<file path="src/rtl/dmpct_pkg.sv">
// Shared types and constants for the direct-mapped page cache tag controller.
`default_nettype none

package dmpct_pkg;

	localparam int DMPCT_LINES  = 64;
	localparam int DMPCT_PAGE_W = 32;

	typedef enum logic [1:0] {
		OP_READ   = 2'd0,
		OP_WRITE  = 2'd1,
		OP_APPEND = 2'd2
	} op_t;

	typedef struct packed {
		logic                    valid;
		logic                    dirty;
		logic [DMPCT_PAGE_W-1:0] tag;
	} line_t;

endpackage

`default_nettype wire

</file>
<file path="src/rtl/dmpct_ram.sv">
// Generic simple dual-port RAM with one write port and one registered read port.
`default_nettype none

module dmpct_ram #(
	parameter int WIDTH = 8,
	parameter int DEPTH = 64,
	parameter int AW    = (DEPTH > 1) ? $clog2(DEPTH) : 1
) (
	input  wire logic             clk,
	input  wire logic             we,
	input  wire logic [AW-1:0]    waddr,
	input  wire logic [WIDTH-1:0] wdata,
	input  wire logic             re,
	input  wire logic [AW-1:0]    raddr,
	output logic      [WIDTH-1:0] rdata
);

	logic [WIDTH-1:0] mem_q [DEPTH];

	always_ff @(posedge clk) begin
		if (we) begin
			mem_q[waddr] <= wdata;
		end
		if (re) begin
			rdata <= mem_q[raddr];
		end
	end

endmodule

`default_nettype wire

</file>
<file path="src/rtl/direct_mapped_page_cache_tags_core.sv">
// Top level of the direct-mapped write-back page cache tag and control logic.
//
// Channel   Direction  Handshake              Payload
// in        sink       in_valid / in_stall    opcode, page_number
// out       source     out_valid / out_stall  status, hit, fetch_needed, evict_writeback,
//                                             evict_page, target_page, page_count_now,
//                                             read_count, write_count, append_count,
//                                             hit_total, miss_total
// cfg       sink       cfg_valid / cfg_ready  pages_at_open
//
// One access is accepted every cycle while the input is not stalled. The transfer loads the
// divide stage, the tag RAM is then read into the second stage and the result register is
// loaded after that; a stall holds these steps.
// After reset the tag RAM is cleared one line per cycle, so inputs stall until every line
// is cleared. A configuration write holds the input while the line of the running page
// count is worked out. A stalled output stalls the pipeline behind it.
`default_nettype none

module direct_mapped_page_cache_tags_core
	import dmpct_pkg::*;
#(
	parameter int CACHE_LINES = DMPCT_LINES
) (
	input  wire logic                    clk,
	input  wire logic                    arst_n,
	input  wire logic                    cfg_valid,
	output logic                         cfg_ready,
	input  wire logic [DMPCT_PAGE_W-1:0] pages_at_open,
	input  wire logic                    in_valid,
	output logic                         in_stall,
	input  wire logic [1:0]              opcode,
	input  wire logic [DMPCT_PAGE_W-1:0] page_number,
	output logic                         out_valid,
	input  wire logic                    out_stall,
	output logic                         status,
	output logic                         hit,
	output logic                         fetch_needed,
	output logic                         evict_writeback,
	output logic [DMPCT_PAGE_W-1:0]      evict_page,
	output logic [DMPCT_PAGE_W-1:0]      target_page,
	output logic [DMPCT_PAGE_W-1:0]      page_count_now,
	output logic [DMPCT_PAGE_W-1:0]      read_count,
	output logic [DMPCT_PAGE_W-1:0]      write_count,
	output logic [DMPCT_PAGE_W-1:0]      append_count,
	output logic [DMPCT_PAGE_W-1:0]      hit_total,
	output logic [DMPCT_PAGE_W-1:0]      miss_total
);

	localparam int IDX_W = (CACHE_LINES > 1) ? $clog2(CACHE_LINES) : 1;
	localparam int SHIFT = DMPCT_PAGE_W + $clog2(CACHE_LINES);
	localparam logic [64:0] RECIP_W =
		((65'd1 << SHIFT) + 65'(CACHE_LINES) - 65'd1) / 65'(CACHE_LINES);
	localparam logic [32:0] RECIP = RECIP_W[32:0];
	localparam logic [IDX_W-1:0] LAST_IDX = IDX_W'(CACHE_LINES - 1);

	// The rounded-up reciprocal gives the exact quotient for every 32-bit page number.
	function automatic logic [IDX_W-1:0] line_of(input logic [64:0] prod,
		input logic [DMPCT_PAGE_W-1:0] n);
		logic [DMPCT_PAGE_W-1:0] q;
		logic [DMPCT_PAGE_W-1:0] r;
		q = DMPCT_PAGE_W'(prod >> SHIFT);
		r = n - DMPCT_PAGE_W'(q * DMPCT_PAGE_W'(CACHE_LINES));
		return r[IDX_W-1:0];
	endfunction

	logic                    valid_s1;
	logic [1:0]              op_s1;
	logic [DMPCT_PAGE_W-1:0] page_s1;
	logic [64:0]             prod_s1;

	logic                    valid_s2;
	logic [1:0]              op_s2;
	logic [DMPCT_PAGE_W-1:0] page_s2;
	logic [IDX_W-1:0]        idx_s2;
	logic                    fwd_s2;
	line_t                   fwd_line_s2;

	logic [DMPCT_PAGE_W-1:0] page_total_q;
	logic [DMPCT_PAGE_W-1:0] reads_q;
	logic [DMPCT_PAGE_W-1:0] writes_q;
	logic [DMPCT_PAGE_W-1:0] appends_q;
	logic [DMPCT_PAGE_W-1:0] hits_q;
	logic [DMPCT_PAGE_W-1:0] misses_q;
	logic [IDX_W-1:0]        pt_idx_q;
	logic                    pt_pend_q;
	logic [64:0]             pt_prod_q;
	logic                    clr_q;
	logic [IDX_W-1:0]        clr_cnt_q;

	logic                    out_valid_q;
	logic                    status_q;
	logic                    hit_q;
	logic                    fetch_q;
	logic                    wb_q;
	logic [DMPCT_PAGE_W-1:0] evict_page_q;
	logic [DMPCT_PAGE_W-1:0] target_q;

	logic                    adv_s2;
	logic                    adv_s1;
	logic                    in_acc;
	logic                    cfg_acc;
	logic [IDX_W-1:0]        pt_idx_d;
	logic [IDX_W-1:0]        addr_s1;

	logic [$bits(line_t)-1:0] rdata;
	line_t                    line_cur;
	line_t                    new_line;
	logic                     fill;
	logic                     fill_dirty;
	logic [DMPCT_PAGE_W-1:0]  fill_page;
	logic                     st;
	logic                     h;
	logic                     fetch;
	logic                     wb;
	logic [DMPCT_PAGE_W-1:0]  tgt;
	logic                     inc_read;
	logic                     inc_write;
	logic                     inc_append;
	logic                     inc_hit;
	logic                     inc_miss;
	logic                     in_range;
	logic                     we_s2;

	logic                     ram_we;
	logic [IDX_W-1:0]         ram_waddr;
	logic [$bits(line_t)-1:0] ram_wdata;

	assign adv_s2    = valid_s2 && (!out_valid_q || !out_stall);
	assign adv_s1    = valid_s1 && (!valid_s2 || adv_s2);
	assign in_stall  = clr_q || pt_pend_q || (valid_s1 && !adv_s1);
	assign in_acc    = in_valid && !in_stall;
	assign cfg_ready = !pt_pend_q;
	assign cfg_acc   = cfg_valid && cfg_ready;

	assign line_cur = fwd_s2 ? fwd_line_s2 : line_t'(rdata);
	assign in_range = page_s2 < page_total_q;

	always_comb begin
		fill       = 1'b0;
		fill_dirty = 1'b0;
		fill_page  = page_s2;
		st         = 1'b0;
		h          = 1'b0;
		fetch      = 1'b0;
		tgt        = page_s2;
		inc_read   = 1'b0;
		inc_write  = 1'b0;
		inc_append = 1'b0;
		inc_hit    = 1'b0;
		inc_miss   = 1'b0;
		case (op_t'(op_s2))
			OP_READ: begin
				if (line_cur.valid && line_cur.tag == page_s2) begin
					h        = 1'b1;
					inc_hit  = 1'b1;
					inc_read = 1'b1;
				end else begin
					inc_miss = 1'b1;
					if (in_range) begin
						inc_read = 1'b1;
						fetch    = 1'b1;
						fill     = 1'b1;
					end else begin
						st = 1'b1;
					end
				end
			end
			OP_WRITE: begin
				if (in_range) begin
					inc_write  = 1'b1;
					fill       = 1'b1;
					fill_dirty = 1'b1;
				end else begin
					st = 1'b1;
				end
			end
			OP_APPEND: begin
				fill       = 1'b1;
				fill_page  = page_total_q;
				tgt        = page_total_q;
				inc_append = 1'b1;
			end
			default: begin
			end
		endcase
		wb = fill && line_cur.valid && line_cur.dirty && line_cur.tag != fill_page;
	end

	assign new_line = '{valid: 1'b1, dirty: fill_dirty, tag: fill_page};
	assign we_s2    = adv_s2 && fill;

	always_comb begin
		pt_idx_d = pt_idx_q;
		if (adv_s2 && op_s2 == OP_APPEND) begin
			if (page_total_q == '1 || pt_idx_q == LAST_IDX) begin
				pt_idx_d = '0;
			end else begin
				pt_idx_d = pt_idx_q + IDX_W'(1);
			end
		end
	end

	assign addr_s1 = (op_s1 == OP_APPEND) ? pt_idx_d : line_of(prod_s1, page_s1);

	assign ram_we    = clr_q || we_s2;
	assign ram_waddr = clr_q ? clr_cnt_q : idx_s2;
	assign ram_wdata = clr_q ? '0 : new_line;

	dmpct_ram #(
		.WIDTH ($bits(line_t)),
		.DEPTH (CACHE_LINES),
		.AW    (IDX_W)
	) u_tag_ram (
		.clk   (clk),
		.we    (ram_we),
		.waddr (ram_waddr),
		.wdata (ram_wdata),
		.re    (adv_s1),
		.raddr (addr_s1),
		.rdata (rdata)
	);

	always_ff @(posedge clk or negedge arst_n) begin
		if (!arst_n) begin
			valid_s1     <= 1'b0;
			valid_s2     <= 1'b0;
			fwd_s2       <= 1'b0;
			out_valid_q  <= 1'b0;
			page_total_q <= '0;
			reads_q      <= '0;
			writes_q     <= '0;
			appends_q    <= '0;
			hits_q       <= '0;
			misses_q     <= '0;
			pt_idx_q     <= '0;
			pt_pend_q    <= 1'b0;
			clr_q        <= 1'b1;
			clr_cnt_q    <= '0;
		end else begin
			if (clr_q) begin
				clr_cnt_q <= clr_cnt_q + IDX_W'(1);
				if (clr_cnt_q == LAST_IDX) begin
					clr_q <= 1'b0;
				end
			end

			if (in_acc) begin
				valid_s1 <= 1'b1;
			end else if (adv_s1) begin
				valid_s1 <= 1'b0;
			end

			if (adv_s1) begin
				valid_s2 <= 1'b1;
				fwd_s2   <= we_s2 && idx_s2 == addr_s1;
			end else if (adv_s2) begin
				valid_s2 <= 1'b0;
			end

			if (adv_s2) begin
				out_valid_q <= 1'b1;
			end else if (!out_stall) begin
				out_valid_q <= 1'b0;
			end

			if (cfg_acc) begin
				page_total_q <= pages_at_open;
				pt_pend_q    <= 1'b1;
			end else if (pt_pend_q) begin
				pt_idx_q  <= line_of(pt_prod_q, page_total_q);
				pt_pend_q <= 1'b0;
			end else begin
				pt_idx_q <= pt_idx_d;
				if (adv_s2 && inc_append) begin
					page_total_q <= page_total_q + DMPCT_PAGE_W'(1);
				end
			end

			if (adv_s2) begin
				if (inc_read) begin
					reads_q <= reads_q + DMPCT_PAGE_W'(1);
				end
				if (inc_write) begin
					writes_q <= writes_q + DMPCT_PAGE_W'(1);
				end
				if (inc_append) begin
					appends_q <= appends_q + DMPCT_PAGE_W'(1);
				end
				if (inc_hit) begin
					hits_q <= hits_q + DMPCT_PAGE_W'(1);
				end
				if (inc_miss) begin
					misses_q <= misses_q + DMPCT_PAGE_W'(1);
				end
			end
		end
	end

	always_ff @(posedge clk) begin
		if (in_acc) begin
			op_s1   <= opcode;
			page_s1 <= page_number;
			prod_s1 <= 65'(page_number) * 65'(RECIP);
		end
		if (adv_s1) begin
			op_s2       <= op_s1;
			page_s2     <= page_s1;
			idx_s2      <= addr_s1;
			fwd_line_s2 <= new_line;
		end
		if (cfg_acc) begin
			pt_prod_q <= 65'(pages_at_open) * 65'(RECIP);
		end
		if (adv_s2) begin
			status_q     <= st;
			hit_q        <= h;
			fetch_q      <= fetch;
			wb_q         <= wb;
			evict_page_q <= wb ? line_cur.tag : '0;
			target_q     <= tgt;
		end
	end

	assign out_valid       = out_valid_q;
	assign status          = status_q;
	assign hit             = hit_q;
	assign fetch_needed    = fetch_q;
	assign evict_writeback = wb_q;
	assign evict_page      = evict_page_q;
	assign target_page     = target_q;
	assign page_count_now  = page_total_q;
	assign read_count      = reads_q;
	assign write_count     = writes_q;
	assign append_count    = appends_q;
	assign hit_total       = hits_q;
	assign miss_total      = misses_q;

endmodule

`default_nettype wire
</file>
<file path="config.mk">
export PLATFORM = sky130hd
export DESIGN_NAME = direct_mapped_page_cache_tags_core
export DESIGN_NICKNAME = d
export VERILOG_FILES = /design/src/rtl/dmpct_pkg.sv /design/src/rtl/dmpct_ram.sv /design/src/rtl/direct_mapped_page_cache_tags_core.sv
export SDC_FILE = /design/constraint.sdc
export NUM_CORES = 2
export LEC_CHECK = 0
export BUFFER_PORTS_ARGS = -buffer_cell sky130_fd_sc_hd__buf_2
export CAP_MARGIN = 20
export CORE_UTILIZATION = 40
export CTS_CLUSTER_DIAMETER = 200
export DETAILED_ROUTE_END_ITERATION = 16
export GPL_TIMING_DRIVEN = 0
export PLACE_DENSITY = 0.59
export SETUP_SLACK_MARGIN = 0.1
export SLEW_MARGIN = 20
export SYNTH_ARGS = -nofsm -noshare
export SYNTH_HDL_FRONTEND = slang
export SYNTH_SLANG_ARGS = --single-unit
</file>
<file path="constraint.sdc">
create_clock -name clk -period 8.6 [get_ports clk]
set_clock_uncertainty 0.2 [all_clocks]
set_input_delay 1.29 -clock clk [delete_from_list [all_inputs] [get_ports clk]]
set_output_delay 1.29 -clock clk [all_outputs]
set_load 0.05 [all_outputs]
</file>
==> results.txt <==
status - complete, but fails checks
violated checks - capacitance limit
Die Wd - 516 µm
hold_ws - 55.4 ps
max FFs per register - 2176
dpl cell area - 119000 µm²
largest register by flop count - u_tag_ram.mem_q
post-route antenna net violation count - 0
Setup Crit Path Kind - reg2reg
Final Hold Viols - 0
cell row count - 188
Wirelength per Cell - 42.4 µm
Synth cell types - 97
Synth area leader - edfxtp_1
Arrival @ worst endpoint - 7950 ps
Avg Cell Area, Syn - 13.8 µm²
grt total ovfl - 0
drt total wl - 523 mm
CP Launch Type - register
most common cell after layout, fill and taps aside - edfxtp_1
CP endpoint - u_tag_ram.rdata[22]
initial antenna violation count - 60
worst-margin pin slew - 1460 ps
Hold WC Path Type - in2async
core area - 263000 µm²
vias in the first global route - 71500
CTS Buf Count - 284
Post-CTS Setup Repair Bufs - 0
Tcrit/Tclk final - 0.891
Sink Count - 2595
die area - 266000 µm²
top flop regs - u_tag_ram.mem_q x2176, u_tag_ram.rdata x34, fwd_line_s2 x33
Seq/Total Area, Yosys - 0.728
Die H - 516 µm
fmax - 131 MHz
Filler Cells Inserted - 22700
count of flip-flops with a built-in enable after synthesis - 2385
share of the synthesized area in the top cell type - 0.678
Setup Viol. Count Final - 0
Initial DRT Pass Iterations - 12
sequential cell area - 76900 µm²
Synth Register Bits - 2595
initial drt markers - 15600
r2r setup slk - 940 ps
setup TNS - 0 ps
first-pass GRT wire length - 671 mm
CTS H-tree lvls - 5
buffer depth of the longest clock path - 4
Initial Utilization - 0.402
clk slew on worst S/H paths - 60 ps
I/O Pins - 334
RSZ-0062 raised after global routing - no
most frequent cells in the layout - 2385 x edfxtp_1, 1544 x nand2_1, 576 x nand3_1
placer congestion estimate - 1.02
Register-to-Register Path Depth - 14
Post-CTS Resized - 0
ys async rst share - 0.0809
YS warnings - 0
via count - 80000
synth top area cells - edfxtp_1 68%, nand2_1 5.5%, dfrtp_1 5.0%
Slew headroom - 0.0145
Critical Path Fanout Max - 10
# port buffers - 333
WP data required - 8890 ps
layout cell share with drive strength beyond 1 - 0.177
multi-input logic area - 26900 µm²
min Tclk post-route - 7660 ps
largest net degree at the start of global routing - 101
Power Dens Cells - 258 nW/µm²
Inst Count DP - 11800
Cell Area, Synth - 106000 µm²
Avg Vias per Cell - 6.49
top_reg_cell synth - edfxtp_1
CP startpoint - page_count_now[0]
Syn-to-layout area delta - 21.0%
Total GRT Usage - 0.384
Post-Synthesis Cells - 7662
post-cts hold buffer count - 0
worst vdd ir - 0.188 mV
clk_lat worst skew - 920 ps
fin nets - 8682
fin cells - 12300
fin. max-slew vios - 0
CTS tree - done
clk root buf - clkbuf_16
max-cap violation count - 1
final instance area - 128000 µm²
drt drc - 0
Net Count, Synth - 7772
worst r2r dst - u_tag_ram.rdata[22]
Detailed Place HPWL - 385 mm
RR Startpoint - page_count_now[0]
CP endpoint kind - register
cell leakage power - 46.1 nW
[worst max-delay path, cell delays in order, from the launching register on]
cell      delay [ps]
dfrtp_1          870
ha_1             360
nand3_2          190
nor3_2           400
nand4_1          370
a21oi_1          500
o21ai_1          290
buf_2            300
buf_2            360
buf_2            330
o221ai_1         850
a21oi_1          170
nor3_1           860
nor2_1           120
o21ai_0         1050
[metal layers]
layer | up-vias | global-route usage | share of wire | wire length, µm
met5 | - | 0 | 0.00074 | 385
met4 | 56 | 0.280 | 0.088 | 46200
met3 | 1779 | 0.149 | 0.16 | 82900
met2 | 7631 | 0.545 | 0.41 | 215000
met1 | 40000 | 0.474 | 0.34 | 178000
li1 | 30500 | - | - | -
[logic make-up after synthesis]
family	Yosys count	synth area share
muxes	412	0.0394
and+or+nand+nor	2836	0.119
DFF	2595	0.728
AOI/OAI and AO/OA	1002	0.0637
adders and majority gates	39	0.00462
xor gates and xnor gates	231	0.0192
buffers and inverters	547	0.0261
[per-stage QoR]
step	total power, W	setup slack [ps]	util
after floorplan	0.0175	2980	-
after global placement	0.0205	-2380	0.425
after detailed placement	0.0208	908	0.453
after CTS	0.0325	1120	0.486
after global routing	0.0333	1180	0.486
final	0.0330	941	0.487
[synthesized netlist by cell type (all sizes together) (13+ instances only)]
master	number
nand3	579
edfxtp	2385
ha	39
nand2	1546
a21oi	366
xor2	66
inv	102
o32ai	15
o21ai	90
a32oi	15
buf	322
a31oi	87
a21o	13
mux2i	406
xnor2	165
and3	128
o22ai	77
a311oi	55
nand4	85
nor2	290
nor2b	14
nor3	98
dfrtp	209
nor4	44
o221ai	139
a211oi	25
clkbuf	121
[power by group]
group	leakage, nW	total [W]	internal [W]	switching, W
clock network	4.27	0.0120	0.00678	0.00522
logic	17.6	0.00644	0.00142	0.00502
registers	24.2	0.0146	0.0144	0.000218
total	46.1	0.0330	0.0226	0.0105
[worst min-delay path by stage]
stage / end / from / cells past startpoint
final: clr_cnt_q[3] / arst_n / 1
after CTS: write_count[6] / arst_n / 1
after global placement: page_s2[16] / page_s1[16] / 0
after detailed placement: page_s2[10] / page_s1[10] / 0
after global routing: write_count[6] / arst_n / 1
after floorplan: page_s2[10] / page_s1[10] / 0
[cell type report]
type                            instances  area share
Antenna cell                           33    0.000647
Buffer                                443      0.0190
Clock buffer                          358      0.0593
Clock inverter                        129     0.00915
Inverter                              104     0.00315
Multi-Input combinational cell       4520       0.211
Sequential cell                      2595       0.602
Tap cell                             3515      0.0344
Timing Repair Buffer                  624      0.0620
(Power assumes the default switching activity.)
